$ cat src/sv/lcpie_pkg.sv
// Shared types, widths and register codes for the LCP interval enumerator.
package lcpie_pkg;

  localparam int TEXT_SIZE_DEF     = 16777216;
  localparam int STACK_ENTRIES_DEF = 64;

  localparam int POS_W  = 24;
  localparam int LEN_W  = 6;
  localparam int FREQ_W = 25;
  localparam int ADDR_W = 4;
  localparam int DATA_W = 32;
  localparam int REG_W  = ADDR_W - 2;

  localparam logic [REG_W-1:0] REG_MIN_LENGTH    = REG_W'(0);
  localparam logic [REG_W-1:0] REG_MAX_LENGTH    = REG_W'(1);
  localparam logic [REG_W-1:0] REG_MIN_FREQUENCY = REG_W'(2);

  localparam logic [LEN_W-1:0]  MIN_LENGTH_RST    = LEN_W'(2);
  localparam logic [LEN_W-1:0]  MAX_LENGTH_RST    = LEN_W'(62);
  localparam logic [LEN_W-1:0]  DEPTH_CAP         = LEN_W'(63);
  localparam logic [FREQ_W-1:0] MIN_FREQUENCY_RST = FREQ_W'(50);
  localparam logic [FREQ_W-1:0] FREQ_SAT          = {FREQ_W{1'b1}};

  typedef struct packed {
    logic [LEN_W-1:0]  min_length;
    logic [LEN_W-1:0]  max_length;
    logic [FREQ_W-1:0] min_frequency;
  } cfg_t;

  typedef struct packed {
    logic [POS_W-1:0]  left_bound;
    logic [LEN_W-1:0]  depth;
    logic [FREQ_W-1:0] child_sum;
  } stk_entry_t;

  typedef struct packed {
    logic [POS_W-1:0]  left_bound;
    logic [POS_W-1:0]  right_bound;
    logic [LEN_W-1:0]  depth;
    logic [FREQ_W-1:0] frequency;
    logic [FREQ_W-1:0] exclusive_frequency;
    logic              is_summary;
    logic [FREQ_W-1:0] candidate_total;
  } rec_t;

  typedef struct packed {
    logic accept;
    logic pop;
    logic load;
    logic push;
    logic summary;
    logic finish;
    logic drain;
  } ctrl_cmd_t;

  typedef struct packed {
    logic sp_nonzero;
    logic v_lt_top;
    logic pos_zero;
    logic last;
    logic slot_ok;
  } dp_status_t;

endpackage

$ cat src/sv/lcpie_ctrl.sv
// Sequencer for the LCP interval enumerator: walks pops, push, drain and flush.
module lcpie_ctrl (
  input  logic                   clk,
  input  logic                   rst_n,
  input  logic                   in_valid,
  output logic                   in_ready,
  input  lcpie_pkg::dp_status_t  status,
  output lcpie_pkg::ctrl_cmd_t   cmd
);
  import lcpie_pkg::*;

  typedef enum logic [7:0] {
    S_IDLE  = 8'b0000_0001,
    S_START = 8'b0000_0010,
    S_CMP   = 8'b0000_0100,
    S_POP   = 8'b0000_1000,
    S_LOAD  = 8'b0001_0000,
    S_PUSH  = 8'b0010_0000,
    S_SUM   = 8'b0100_0000,
    S_FIN   = 8'b1000_0000
  } state_t;

  state_t state_r, state_nxt;
  logic   drain_r, drain_nxt;

  assign in_ready = (state_r == S_IDLE);

  always_comb begin
    state_nxt   = state_r;
    drain_nxt   = drain_r;
    cmd         = '0;
    cmd.drain   = drain_r;
    unique case (state_r)
      S_IDLE: begin
        if (in_valid) begin
          cmd.accept = 1'b1;
          drain_nxt  = 1'b0;
          state_nxt  = S_START;
        end
      end
      S_START: begin
        if (!status.pos_zero) begin
          state_nxt = S_CMP;
        end else if (status.last) begin
          drain_nxt = 1'b1;
          state_nxt = S_CMP;
        end else begin
          state_nxt = S_FIN;
        end
      end
      S_CMP: begin
        if (status.sp_nonzero && (drain_r || status.v_lt_top)) begin
          state_nxt = S_POP;
        end else if (drain_r) begin
          state_nxt = S_SUM;
        end else begin
          state_nxt = S_PUSH;
        end
      end
      S_POP: begin
        if (status.slot_ok) begin
          cmd.pop   = 1'b1;
          state_nxt = S_LOAD;
        end
      end
      S_LOAD: begin
        cmd.load  = 1'b1;
        state_nxt = S_CMP;
      end
      S_PUSH: begin
        cmd.push = 1'b1;
        if (status.last) begin
          drain_nxt = 1'b1;
          state_nxt = S_CMP;
        end else begin
          state_nxt = S_FIN;
        end
      end
      S_SUM: begin
        if (status.slot_ok) begin
          cmd.summary = 1'b1;
          state_nxt   = S_FIN;
        end
      end
      S_FIN: begin
        if (status.slot_ok) begin
          cmd.finish = 1'b1;
          state_nxt  = S_IDLE;
        end
      end
      default: begin
        state_nxt = S_IDLE;
      end
    endcase
  end

  always_ff @(posedge clk) begin
    if (!rst_n) begin
      state_r <= S_IDLE;
      drain_r <= 1'b0;
    end else begin
      state_r <= state_nxt;
      drain_r <= drain_nxt;
    end
  end

endmodule

$ cat src/sv/lcpie_datapath.sv
// Interval stack, position and count registers, and the result word staging.
module lcpie_datapath #(
  parameter int TEXT_SIZE     = lcpie_pkg::TEXT_SIZE_DEF,
  parameter int STACK_ENTRIES = lcpie_pkg::STACK_ENTRIES_DEF
) (
  input  logic                          clk,
  input  logic                          rst_n,
  input  lcpie_pkg::cfg_t               cfg,
  input  lcpie_pkg::ctrl_cmd_t          cmd,
  output lcpie_pkg::dp_status_t         status,
  input  logic [lcpie_pkg::POS_W-1:0]   in_lcp_value,
  input  logic                          in_last_item,
  output logic                          out_valid,
  input  logic                          out_ready,
  output logic [lcpie_pkg::POS_W-1:0]   out_left_bound,
  output logic [lcpie_pkg::POS_W-1:0]   out_right_bound,
  output logic [lcpie_pkg::LEN_W-1:0]   out_depth,
  output logic [lcpie_pkg::FREQ_W-1:0]  out_frequency,
  output logic [lcpie_pkg::FREQ_W-1:0]  out_exclusive_frequency,
  output logic                          out_is_summary,
  output logic [lcpie_pkg::FREQ_W-1:0]  out_candidate_total,
  output logic                          out_end_of_run
);
  import lcpie_pkg::*;

  localparam int SP_W  = $clog2(STACK_ENTRIES + 1);
  localparam int IDX_W = $clog2(STACK_ENTRIES);
  localparam logic [SP_W-1:0]  SP_FULL = SP_W'(STACK_ENTRIES);
  localparam logic [POS_W-1:0] POS_LIM =
    (TEXT_SIZE > (1 << POS_W)) ? {POS_W{1'b1}} : POS_W'(TEXT_SIZE - 1);
  localparam stk_entry_t ROOT = '{left_bound: '0, depth: '0, child_sum: '0};

  stk_entry_t stack_mem [STACK_ENTRIES];
  stk_entry_t rd_r;
  stk_entry_t top_r, top_nxt;
  logic [SP_W-1:0]   sp_r, sp_nxt;
  logic [POS_W-1:0]  pos_r, pos_nxt;
  logic [FREQ_W-1:0] emitted_r, emitted_nxt;
  logic [LEN_W-1:0]  lcp_r, lcp_nxt;
  logic              last_r, last_nxt;
  logic [POS_W-1:0]  lb_save_r, lb_save_nxt;
  logic [FREQ_W-1:0] f_r, f_nxt;
  rec_t              pend_r, pend_nxt;
  logic              pend_valid_r, pend_valid_nxt;
  rec_t              out_r, out_nxt;
  logic              out_eor_r, out_eor_nxt;
  logic              out_valid_r, out_valid_nxt;

  logic [LEN_W-1:0]  clip;
  logic [LEN_W-1:0]  lcp_clip;
  logic [POS_W-1:0]  rb;
  logic [FREQ_W-1:0] rb_inc;
  logic [FREQ_W-1:0] lb_ext;
  logic [FREQ_W-1:0] freq;
  logic [FREQ_W-1:0] excl;
  logic [LEN_W-1:0]  len_lo;
  logic              report;
  logic [FREQ_W:0]   sum_wide;
  logic [FREQ_W-1:0] sum_sat;
  logic              push_ok;
  logic              out_free;
  logic              load_out;
  logic [SP_W-1:0]   sp_dec;
  logic [SP_W-1:0]   sp_dec2;
  logic [IDX_W-1:0]  wr_idx;
  logic [IDX_W-1:0]  rd_idx;
  rec_t              cand;
  rec_t              summ;

  assign clip     = (cfg.max_length >= DEPTH_CAP) ? DEPTH_CAP : LEN_W'(cfg.max_length + 1'b1);
  assign lcp_clip = (in_lcp_value > POS_W'(clip)) ? clip : in_lcp_value[LEN_W-1:0];

  assign rb       = cmd.drain ? pos_r : POS_W'(pos_r - 1'b1);
  assign rb_inc   = {1'b0, rb} + FREQ_W'(1);
  assign lb_ext   = {1'b0, top_r.left_bound};
  assign freq     = (rb_inc >= lb_ext) ? FREQ_W'(rb_inc - lb_ext) : '0;
  assign excl     = (freq > top_r.child_sum) ? FREQ_W'(freq - top_r.child_sum) : '0;
  assign len_lo   = (cfg.min_length == '0) ? LEN_W'(1) : cfg.min_length;
  assign report   = (top_r.depth >= len_lo) && (top_r.depth <= cfg.max_length) &&
                    (freq >= cfg.min_frequency);

  assign sum_wide = {1'b0, rd_r.child_sum} + {1'b0, f_r};
  assign sum_sat  = sum_wide[FREQ_W] ? FREQ_SAT : sum_wide[FREQ_W-1:0];

  assign push_ok  = ((sp_r == '0) || (lcp_r > top_r.depth)) && (sp_r < SP_FULL);
  assign out_free = !out_valid_r || out_ready;

  assign sp_dec   = sp_r - SP_W'(1);
  assign sp_dec2  = sp_r - SP_W'(2);
  assign wr_idx   = sp_dec[IDX_W-1:0];
  assign rd_idx   = sp_dec2[IDX_W-1:0];

  assign cand = '{left_bound: top_r.left_bound, right_bound: rb, depth: top_r.depth,
                  frequency: freq, exclusive_frequency: excl, is_summary: 1'b0,
                  candidate_total: '0};
  assign summ = '{left_bound: '0, right_bound: '0, depth: '0, frequency: '0,
                  exclusive_frequency: '0, is_summary: 1'b1, candidate_total: emitted_r};

  always_comb begin
    top_nxt        = top_r;
    sp_nxt         = sp_r;
    pos_nxt        = pos_r;
    emitted_nxt    = emitted_r;
    lcp_nxt        = lcp_r;
    last_nxt       = last_r;
    lb_save_nxt    = lb_save_r;
    f_nxt          = f_r;
    pend_nxt       = pend_r;
    pend_valid_nxt = pend_valid_r;
    out_nxt        = out_r;
    out_eor_nxt    = out_eor_r;
    load_out       = 1'b0;

    if (cmd.accept) begin
      lcp_nxt     = lcp_clip;
      last_nxt    = in_last_item;
      lb_save_nxt = pos_r;
    end

    if (cmd.pop) begin
      sp_nxt      = sp_dec;
      f_nxt       = freq;
      lb_save_nxt = top_r.left_bound;
      if (report) begin
        pend_nxt       = cand;
        pend_valid_nxt = 1'b1;
        if (emitted_r != FREQ_SAT) begin
          emitted_nxt = emitted_r + FREQ_W'(1);
        end
        if (pend_valid_r) begin
          load_out    = 1'b1;
          out_nxt     = pend_r;
          out_eor_nxt = 1'b0;
        end
      end
    end

    if (cmd.load && (sp_r != '0)) begin
      top_nxt = '{left_bound: rd_r.left_bound, depth: rd_r.depth, child_sum: sum_sat};
    end

    if (cmd.push && push_ok) begin
      top_nxt = '{left_bound: lb_save_r, depth: lcp_r, child_sum: '0};
      sp_nxt  = sp_r + SP_W'(1);
    end

    if (cmd.summary) begin
      pend_nxt       = summ;
      pend_valid_nxt = 1'b1;
      if (pend_valid_r) begin
        load_out    = 1'b1;
        out_nxt     = pend_r;
        out_eor_nxt = 1'b0;
      end
      // start a new run
      sp_nxt      = SP_W'(1);
      top_nxt     = ROOT;
      pos_nxt     = '0;
      emitted_nxt = '0;
    end

    if (cmd.finish) begin
      if (pend_valid_r) begin
        load_out    = 1'b1;
        out_nxt     = pend_r;
        out_eor_nxt = 1'b1;
      end
      pend_valid_nxt = 1'b0;
      if (!last_r && (pos_r < POS_LIM)) begin
        pos_nxt = pos_r + POS_W'(1);
      end
    end

    if (load_out) begin
      out_valid_nxt = 1'b1;
    end else if (out_ready) begin
      out_valid_nxt = 1'b0;
    end else begin
      out_valid_nxt = out_valid_r;
    end
  end

  always_ff @(posedge clk) begin
    if (!rst_n) begin
      top_r        <= ROOT;
      sp_r         <= SP_W'(1);
      pos_r        <= '0;
      emitted_r    <= '0;
      last_r       <= 1'b0;
      pend_valid_r <= 1'b0;
      out_valid_r  <= 1'b0;
    end else begin
      top_r        <= top_nxt;
      sp_r         <= sp_nxt;
      pos_r        <= pos_nxt;
      emitted_r    <= emitted_nxt;
      last_r       <= last_nxt;
      pend_valid_r <= pend_valid_nxt;
      out_valid_r  <= out_valid_nxt;
    end
  end

  always_ff @(posedge clk) begin
    lcp_r     <= lcp_nxt;
    lb_save_r <= lb_save_nxt;
    f_r       <= f_nxt;
    pend_r    <= pend_nxt;
    out_r     <= out_nxt;
    out_eor_r <= out_eor_nxt;
  end

  always_ff @(posedge clk) begin
    if (cmd.push && push_ok && (sp_r != '0)) begin
      stack_mem[wr_idx] <= top_r;
    end
    rd_r <= stack_mem[rd_idx];
  end

  assign status.sp_nonzero = (sp_r != '0);
  assign status.v_lt_top   = (lcp_r < top_r.depth);
  assign status.pos_zero   = (pos_r == '0);
  assign status.last       = last_r;
  assign status.slot_ok    = !pend_valid_r || out_free;

  assign out_valid               = out_valid_r;
  assign out_left_bound          = out_r.left_bound;
  assign out_right_bound         = out_r.right_bound;
  assign out_depth               = out_r.depth;
  assign out_frequency           = out_r.frequency;
  assign out_exclusive_frequency = out_r.exclusive_frequency;
  assign out_is_summary          = out_r.is_summary;
  assign out_candidate_total     = out_r.candidate_total;
  assign out_end_of_run          = out_eor_r;

  a_sp_range: assert property (@(posedge clk) disable iff (!rst_n)
    sp_r <= SP_FULL)
    else $error("stack pointer beyond stack size");

  a_no_overwrite: assert property (@(posedge clk) disable iff (!rst_n)
    load_out |-> out_free)
    else $error("result word overwritten before it was taken");

  a_pop_nonempty: assert property (@(posedge clk) disable iff (!rst_n)
    cmd.pop |-> (sp_r != '0))
    else $error("pop on empty stack");

  a_accept_clean: assert property (@(posedge clk) disable iff (!rst_n)
    cmd.accept |-> !pend_valid_r)
    else $error("staged result left over from previous word");

endmodule

$ cat src/sv/lcp_interval_enumerator.sv
// Top level of the LCP interval enumerator: register file, sequencer and datapath.
//
//  channel  | handshake            | payload
//  ---------+----------------------+-----------------------------------------------
//  in_      | in_valid / in_ready  | in_lcp_value, in_last_item
//  out_     | out_valid/out_ready  | bounds, depth, frequencies, summary, end_of_run
//  config   | psel/penable/pwrite  | paddr, pwdata, prdata, pready (always high)
//
//  An input word pops the stack once per interval closed (one stack memory read
//  and its registered data per pop) before its push; a last word then drains the stack.
//  The first word of a run is not pushed; if it is last, every entry is drained.
//  rst_n is synchronous: the stack holds the root only, counters clear, no sweep.
//  A stalled output holds the sequencer once one further result is staged.
module lcp_interval_enumerator #(
  parameter int TEXT_SIZE     = lcpie_pkg::TEXT_SIZE_DEF,
  parameter int STACK_ENTRIES = lcpie_pkg::STACK_ENTRIES_DEF
) (
  input  logic                          clk,
  input  logic                          rst_n,
  input  logic                          in_valid,
  output logic                          in_ready,
  input  logic [lcpie_pkg::POS_W-1:0]   in_lcp_value,
  input  logic                          in_last_item,
  output logic                          out_valid,
  input  logic                          out_ready,
  output logic [lcpie_pkg::POS_W-1:0]   out_left_bound,
  output logic [lcpie_pkg::POS_W-1:0]   out_right_bound,
  output logic [lcpie_pkg::LEN_W-1:0]   out_depth,
  output logic [lcpie_pkg::FREQ_W-1:0]  out_frequency,
  output logic [lcpie_pkg::FREQ_W-1:0]  out_exclusive_frequency,
  output logic                          out_is_summary,
  output logic [lcpie_pkg::FREQ_W-1:0]  out_candidate_total,
  output logic                          out_end_of_run,
  input  logic                          psel,
  input  logic                          penable,
  input  logic                          pwrite,
  input  logic [lcpie_pkg::ADDR_W-1:0]  paddr,
  input  logic [lcpie_pkg::DATA_W-1:0]  pwdata,
  output logic [lcpie_pkg::DATA_W-1:0]  prdata,
  output logic                          pready
);
  import lcpie_pkg::*;

  cfg_t             cfg_r, cfg_nxt;
  ctrl_cmd_t        cmd;
  dp_status_t       status;
  logic [REG_W-1:0] reg_idx;
  logic             wr_en;

  assign pready  = 1'b1;
  assign reg_idx = paddr[ADDR_W-1:2];
  assign wr_en   = psel && penable && pwrite && pready;

  always_comb begin
    cfg_nxt = cfg_r;
    if (wr_en) begin
      unique case (reg_idx)
        REG_MIN_LENGTH:    cfg_nxt.min_length    = pwdata[LEN_W-1:0];
        REG_MAX_LENGTH:    cfg_nxt.max_length    = pwdata[LEN_W-1:0];
        REG_MIN_FREQUENCY: cfg_nxt.min_frequency = pwdata[FREQ_W-1:0];
        default:           cfg_nxt = cfg_r;
      endcase
    end
  end

  always_comb begin
    unique case (reg_idx)
      REG_MIN_LENGTH:    prdata = DATA_W'(cfg_r.min_length);
      REG_MAX_LENGTH:    prdata = DATA_W'(cfg_r.max_length);
      REG_MIN_FREQUENCY: prdata = DATA_W'(cfg_r.min_frequency);
      default:           prdata = '0;
    endcase
  end

  always_ff @(posedge clk) begin
    if (!rst_n) begin
      cfg_r <= '{min_length: MIN_LENGTH_RST, max_length: MAX_LENGTH_RST,
                 min_frequency: MIN_FREQUENCY_RST};
    end else begin
      cfg_r <= cfg_nxt;
    end
  end

  lcpie_ctrl u_ctrl (
    .clk      (clk),
    .rst_n    (rst_n),
    .in_valid (in_valid),
    .in_ready (in_ready),
    .status   (status),
    .cmd      (cmd)
  );

  lcpie_datapath #(
    .TEXT_SIZE     (TEXT_SIZE),
    .STACK_ENTRIES (STACK_ENTRIES)
  ) u_datapath (
    .clk                     (clk),
    .rst_n                   (rst_n),
    .cfg                     (cfg_r),
    .cmd                     (cmd),
    .status                  (status),
    .in_lcp_value            (in_lcp_value),
    .in_last_item            (in_last_item),
    .out_valid               (out_valid),
    .out_ready               (out_ready),
    .out_left_bound          (out_left_bound),
    .out_right_bound         (out_right_bound),
    .out_depth               (out_depth),
    .out_frequency           (out_frequency),
    .out_exclusive_frequency (out_exclusive_frequency),
    .out_is_summary          (out_is_summary),
    .out_candidate_total     (out_candidate_total),
    .out_end_of_run          (out_end_of_run)
  );

endmodule
$ cat config.mk
export PLATFORM = sky130hd
export DESIGN_NAME = lcp_interval_enumerator
export DESIGN_NICKNAME = d
export VERILOG_FILES = /design/src/sv/lcpie_pkg.sv /design/src/sv/lcpie_ctrl.sv /design/src/sv/lcpie_datapath.sv /design/src/sv/lcp_interval_enumerator.sv
export SDC_FILE = /design/constraint.sdc
export NUM_CORES = 2
export LEC_CHECK = 0
export ABC_CLOCK_PERIOD_IN_PS = 8900
export BUFFER_PORTS_ARGS = -buffer_cell sky130_fd_sc_hd__buf_4
export CAP_MARGIN = 0
export CELL_PAD_IN_SITES_DETAIL_PLACEMENT = 1
export CELL_PAD_IN_SITES_GLOBAL_PLACEMENT = 2
export CORE_MARGIN = 5
export CORE_UTILIZATION = 45
export CTS_CLUSTER_SIZE = 20
export DETAILED_ROUTE_END_ITERATION = 7
export PLACE_DENSITY_LB_ADDON = 0.08
export SLEW_MARGIN = 10
export SYNTH_ARGS = -nofsm -noshare
export SYNTH_HDL_FRONTEND = slang
export SYNTH_HIERARCHICAL = 1
export SYNTH_SLANG_ARGS = --single-unit
$ cat constraint.sdc
create_clock -name clk -period 8.9 [get_ports clk]
set_clock_uncertainty 0.05 [all_clocks]
set_input_delay 0.89 -clock clk [delete_from_list [all_inputs] [get_ports clk]]
set_output_delay 0.89 -clock clk [all_outputs]
set_load 0.02 [all_outputs]
# After elaboration in Yosys (flattened, before gate mapping)
# Memories as Yosys holds them, arrays and structs flattened. A register that Yosys moved wholly into a read port is not among the register bits.
# Index checks and enable logic that the tools add are counted.
# classes
muxes	69
n_eq_ne	16
addsub	11
bitwise_logic	1
n_lt_le_gt_ge	11
n_reduce_logical	40
# ops
cell	n
$mux 130	7
$mux 25	6
$mux 24	6
$mux 55	2
$pmux 25 s3	1
$pmux 8 s8	1
$mux 8	7
$mux 1	32
$add 25x25->26	1
$add 24x1->25 const B	1
$add 25x1->25 const B	1
$ge 25x24->1	1
$ge 25x25->1	1
$gt 25x25->1	1
$ne 25x25->1 const B	1
$sub 25x24->25	1
$sub 25x25->25	1
$add 24x1->24 const B	1
$gt 24x6->1	1
$logic_not 24->1	1
$lt 24x24->1 const B	1
$sub 24x1->24 const B	1
$mux 7	3
$mux 6	3
other kinds (38)	66
# totals
memories	1
reg_bits	476
mem_bits_rw	3520
out_inout_bits	166
elab_cells	181
inputBits	68
# mem_list
name	depth	width	rd	rd_ports_with_merged_regs	write_ports	line	source
u_datapath.stack_mem	64	55	1	1	1	lcpie_datapath.sv:33	stk_entry_t stack_mem [STACK_ENTRIES];

# Longest topological paths before layout
# depth
depth_word	14
ltp_mapped	35

# Modules after synthesis
# The synthesis kept the hierarchy.
# modules_own_cells
mod	n_inst	area_per_inst_um2	cells_each
lcpie_datapath	1	156209.8	7463
lcp_interval_enumerator	1	1833.0	208
lcpie_ctrl	1	613.1	71

# Worst setup path after synthesis
# OpenSTA, ideal clock, no wires.
# synth_timing
kind	register to register
from	reg u_ctrl.drain_r
to	reg u_datapath.out_r, in the netlist u_datapath/out_depth[0]
path_stages_with_launch	33
arrival_time_ns	7.516
n_path_buf	8
slack_ns	1.213
synth_period_minus_slack_ns	7.687
path_cell_list	dfxtp_1 -> buf_4 -> buf_2 -> or3_1 -> buf_2 -> or2_1 -> buf_2 -> nor3_2 -> mux2i_1 -> o2111ai_2 -> or3_1 -> xor2_1 -> ha_1 -> nand4_1 -> nor4_1 -> o21a_1 -> o41ai_1 -> and2_4 -> buf_6 -> buf_2 -> nor2_1 -> ha_1 -> a21o_1 -> a31oi_1 -> o21ai_0 -> o41a_1 -> o211a_1 -> nor2_1 -> inv_1 -> o21ai_1 -> clkbuf_1 -> buf_2 -> mux2_2
# synth_rtl
item	line	source
start: declaration	lcpie_ctrl.sv:24	logic drain_r, drain_nxt;
start signal: assignment	lcpie_ctrl.sv:103	drain_r <= drain_nxt;
end signal: assignment	lcpie_datapath.sv:208	out_r <= out_nxt;
end: declaration	lcpie_datapath.sv:45	rec_t out_r, out_nxt;

==> reports/results.txt <==
Detailed-route DRC error count = 0
Die Area = 365000 um2
Static Leakage = 54.8 nW
Design area = 182000 um2
Clock input transition at the sequential cells of the worst setup and hold paths = 0.06 ns
Seq/Total Area, Yosys = 73.8%
Vias per cell = 6.14
Period utilization = 93.9%
DR pass1 iterations = 5
WHS = 0.142 ns
Io pins = 234
Final nets = 8434
Mean Syn Cell Area = 20.5 um2
Setup bufs post-CTS = 0
Hold Crit Depth = 3
Final Critical Period = 8.36 ns
CP Data Arrival Time = 9.13 ns
Synthesis-to-layout area growth = 14.4%
Critical-path maximum fanout = 31
Fin util = 51.6%
H-tree depth = 5
Post-DP HPWL = 264 mm
Maxcap violations = 0
Synthesized instance count = 7742
Clock root cell = clkbuf_16
Setup_tns = 0 ns
Post-synth cell types = 91
Num rows = 218
Hold_sp = pwdata[24]
PwrDens = 238 nW/um2
DR vias = 81200
Hold Violations, Final = 0
Worst-Skew Late Latency = 0.98 ns
Final WS setup = 0.544 ns
FF-to-FF setup slack = 0.54 ns
Req. time, crit path = 9.68 ns
Max clock buf depth = 4
Starting Density = 45.1%
CORE AREA = 352000 um2
Number of global-route vias before repair = 83600
Initial antenna violation count = 41
Die Span Y = 604 um
RSZ-0062 raised after global routing = no
Pins over their slew limit = 0
Reg2Reg Depth = 27
Placer congestion estimate = 0.793
Worst hold path endpoint = cfg_r[24]
Total CTS buffers = 430
IO buf count = 216
Cell Area, Synth = 159000 um2
Crit path capture type = flip-flop
Dpl cell area = 168000 um2
Fraction of registers with async set or reset after synthesis = 0%
YS warnings = 6
CTS resizes = 0
Overflow after GRT = 0
Die Width = 604 um
Crit start category = flip-flop
Post-DRT Antenna Nets = 0
RR Startpoint = u_datapath/pos_r[0]
Global-route total usage across every layer = 25.2%
Worst VDD drop = 0.261 mV
Clock sinks = 4051
Global-route wire length before repair = 653 mm
Largest net degree at the start of global routing = 133
Hold-fix buffers, CTS = 0
Final wirelength = 464 mm
Dpl ws = 0.533 ns
DR iter-0 viols = 9227
Worst slew pin tran = 1.30 ns
Post-synth top flop = edfxtp_1
Mean routed wirelength per cell = 35.1 um
Layout cells sized above 1 = 29.8%
Max-slew headroom = 12.8%
Final number of setup-violating endpoints = 0
Reg-to-Reg End = u_datapath/pend_r[29]
Hold WC Path Type = input port to flip-flop
Peak Freq = 120 MHz
Number of synthesized register bits = 4051
CTS tree = yes
CP Class = flip-flop to flip-flop
Post-synth EDFFs = 3600
Status = complete, no violations
## area by class of cell
type	instances	area [um2]
flip-flops and latches	4051	117000
well taps	4620	5780
clock inverters	253	2490
multi-input cells	3153	40000
fillers	30800	170000
diodes	8	20.0
clock buffers	545	11500
repair buffers	458	4080
inverters	136	510
## cell usage after synthesis, types with 36 or more instances
cell type	number	area share [%]
edfxtp_1	3600	68
mux4_2	1145	16
dfxtp_1	451	5.7
nand2_1	303	0.72
clkbuf_1	284	0.67
nor2_1	257	0.61
a21oi_1	185	0.58
mux2_2	156	1.1
inv_1	135	0.32
ha_1	133	1.0
o21ai_0	110	0.35
xnor2_1	91	0.50
buf_1	76	0.18
and2_1	66	0.26
nand3_1	63	0.20
mux2i_1	62	0.39
xor2_1	54	0.30
nor3_1	52	0.16
nor2b_1	36	0.14
## flip-flops by register name, indices dropped and copies added (netlist names), 6 cells and up
name / flops
cfg_r: 37
u_datapath/out_frequency: 25
u_datapath/out_right_bound: 24
u_datapath/pend_r: 130
u_datapath/cand: 30
u_datapath/out_exclusive_frequency: 25
u_datapath/out_left_bound: 24
u_datapath/stack_mem: 3520
u_datapath/rd_r: 55
u_datapath/emitted_r: 25
u_datapath/out_candidate_total: 25
u_datapath/top_r: 25
u_ctrl/state_r: 8
u_datapath/lcp_r: 6
u_datapath/out_depth: 6
u_datapath/sp_r: 7
u_datapath/f_r: 25
u_datapath/lb_save_r: 24
u_datapath/pos_r: 24
## stage by stage
step / power (mW) / cells
2_1_floorplan: 24.1 / 7748
3_3_place_gp: 25.8 / 12400
3_5_place_dp: 25.8 / 12400
4_1_cts: 43.7 / 13200
5_1_grt: 45.0 / 13200
6_report: 43.3 / 13200
## placed cells by master, fill, tap and decap left out, types with 36 or more instances in the layout
cell       synthesis  routed
buf_4             12     407
nor2_4             0      64
and2_1            66      64
clkinv_2           0      84
mux2i_1           62      62
o21ai_0          110     109
clkinv_1           1      84
xnor2_1           91      89
nand3_1           63      63
edfxtp_1        3600    3600
bufinv_16          0      43
nand2_1          303     302
nor2b_1           36      36
nor2_1           257     191
ha_1             133     132
nor3_1            52      52
buf_12             0      51
xor2_1            54      53
dfxtp_1          451     394
inv_1            135     135
mux2_2           156     156
mux4_2          1145    1145
clkbuf_1         284      94
a21oi_1          185     185
clkbuf_16          0     440
dfxtp_2            0      53
## how the worst max path moves through the flow
stage	start	endpoint	slack (ns)	cells after the start
2_1_floorplan	u_ctrl/drain_r	u_datapath/out_depth[0]	1.21	32
3_3_place_gp	u_datapath/pos_r[0]	u_datapath/out_exclusive_frequency[12]	0.60	27
3_5_place_dp	u_datapath/pos_r[0]	u_datapath/pend_r[29]	0.53	27
4_1_cts	u_datapath/pos_r[0]	u_datapath/pend_r[29]	0.49	27
5_1_grt	u_datapath/pos_r[0]	u_datapath/pend_r[29]	0.1	27
6_report	u_datapath/pos_r[0]	u_datapath/pend_r[29]	0.54	27
## kinds of logic (layout without fill, tap and decap cells)
family	count (synthesis)	in the layout	share of synthesized area (%)
simple gates	963	963	2.98
xor+xnor	145	145	0.800
fa+ha+maj	136	136	1.09
flops	4051	4051	73.8
buf+inv	544	1392	1.37
other cells	2	16	0.00473
mux	1363	1363	17.8
compound gates	538	538	2.17
## routing by layer
layer	GRT usage (%)	routed length, um
met3	3.71	31900
met5	0	46
met1	36.5	197000
met4	5.80	11600
met2	40.8	224000
## where the power goes
part           switching (mW)  internal (mW)
combinational            3.18           1.75
clock                    7.47           10.4
sequential             0.0174           20.5
total                    10.7           32.6
## worst max-delay path, stage by stage, from the launching register on
cell,delay (ns)
dfxtp_1,0.39
inv_1,0.14
ha_1,0.30
nor4b_4,0.53
nand3_1,0.24
or4bb_1,0.58
a21oi_2,0.19
o2111ai_2,0.19
or3_1,0.43
xor2_1,0.16
ha_1,0.37
nand4_1,0.14
nor4_1,0.40
o21a_1,0.19
o41ai_1,0.10
and2_4,0.28
a211oi_2,0.66
ha_1,0.42
o21a_1,0.13
o31ai_1,0.14
a211oi_1,0.18
o21ai_0,0.48
o21ai_0,0.36
a221oi_1,0.43
o21ba_2,0.21
a21oi_1,0.07
buf_4,0.22
a32o_1,0.26
No activity file was read; power rests on OpenSTA's default activity.
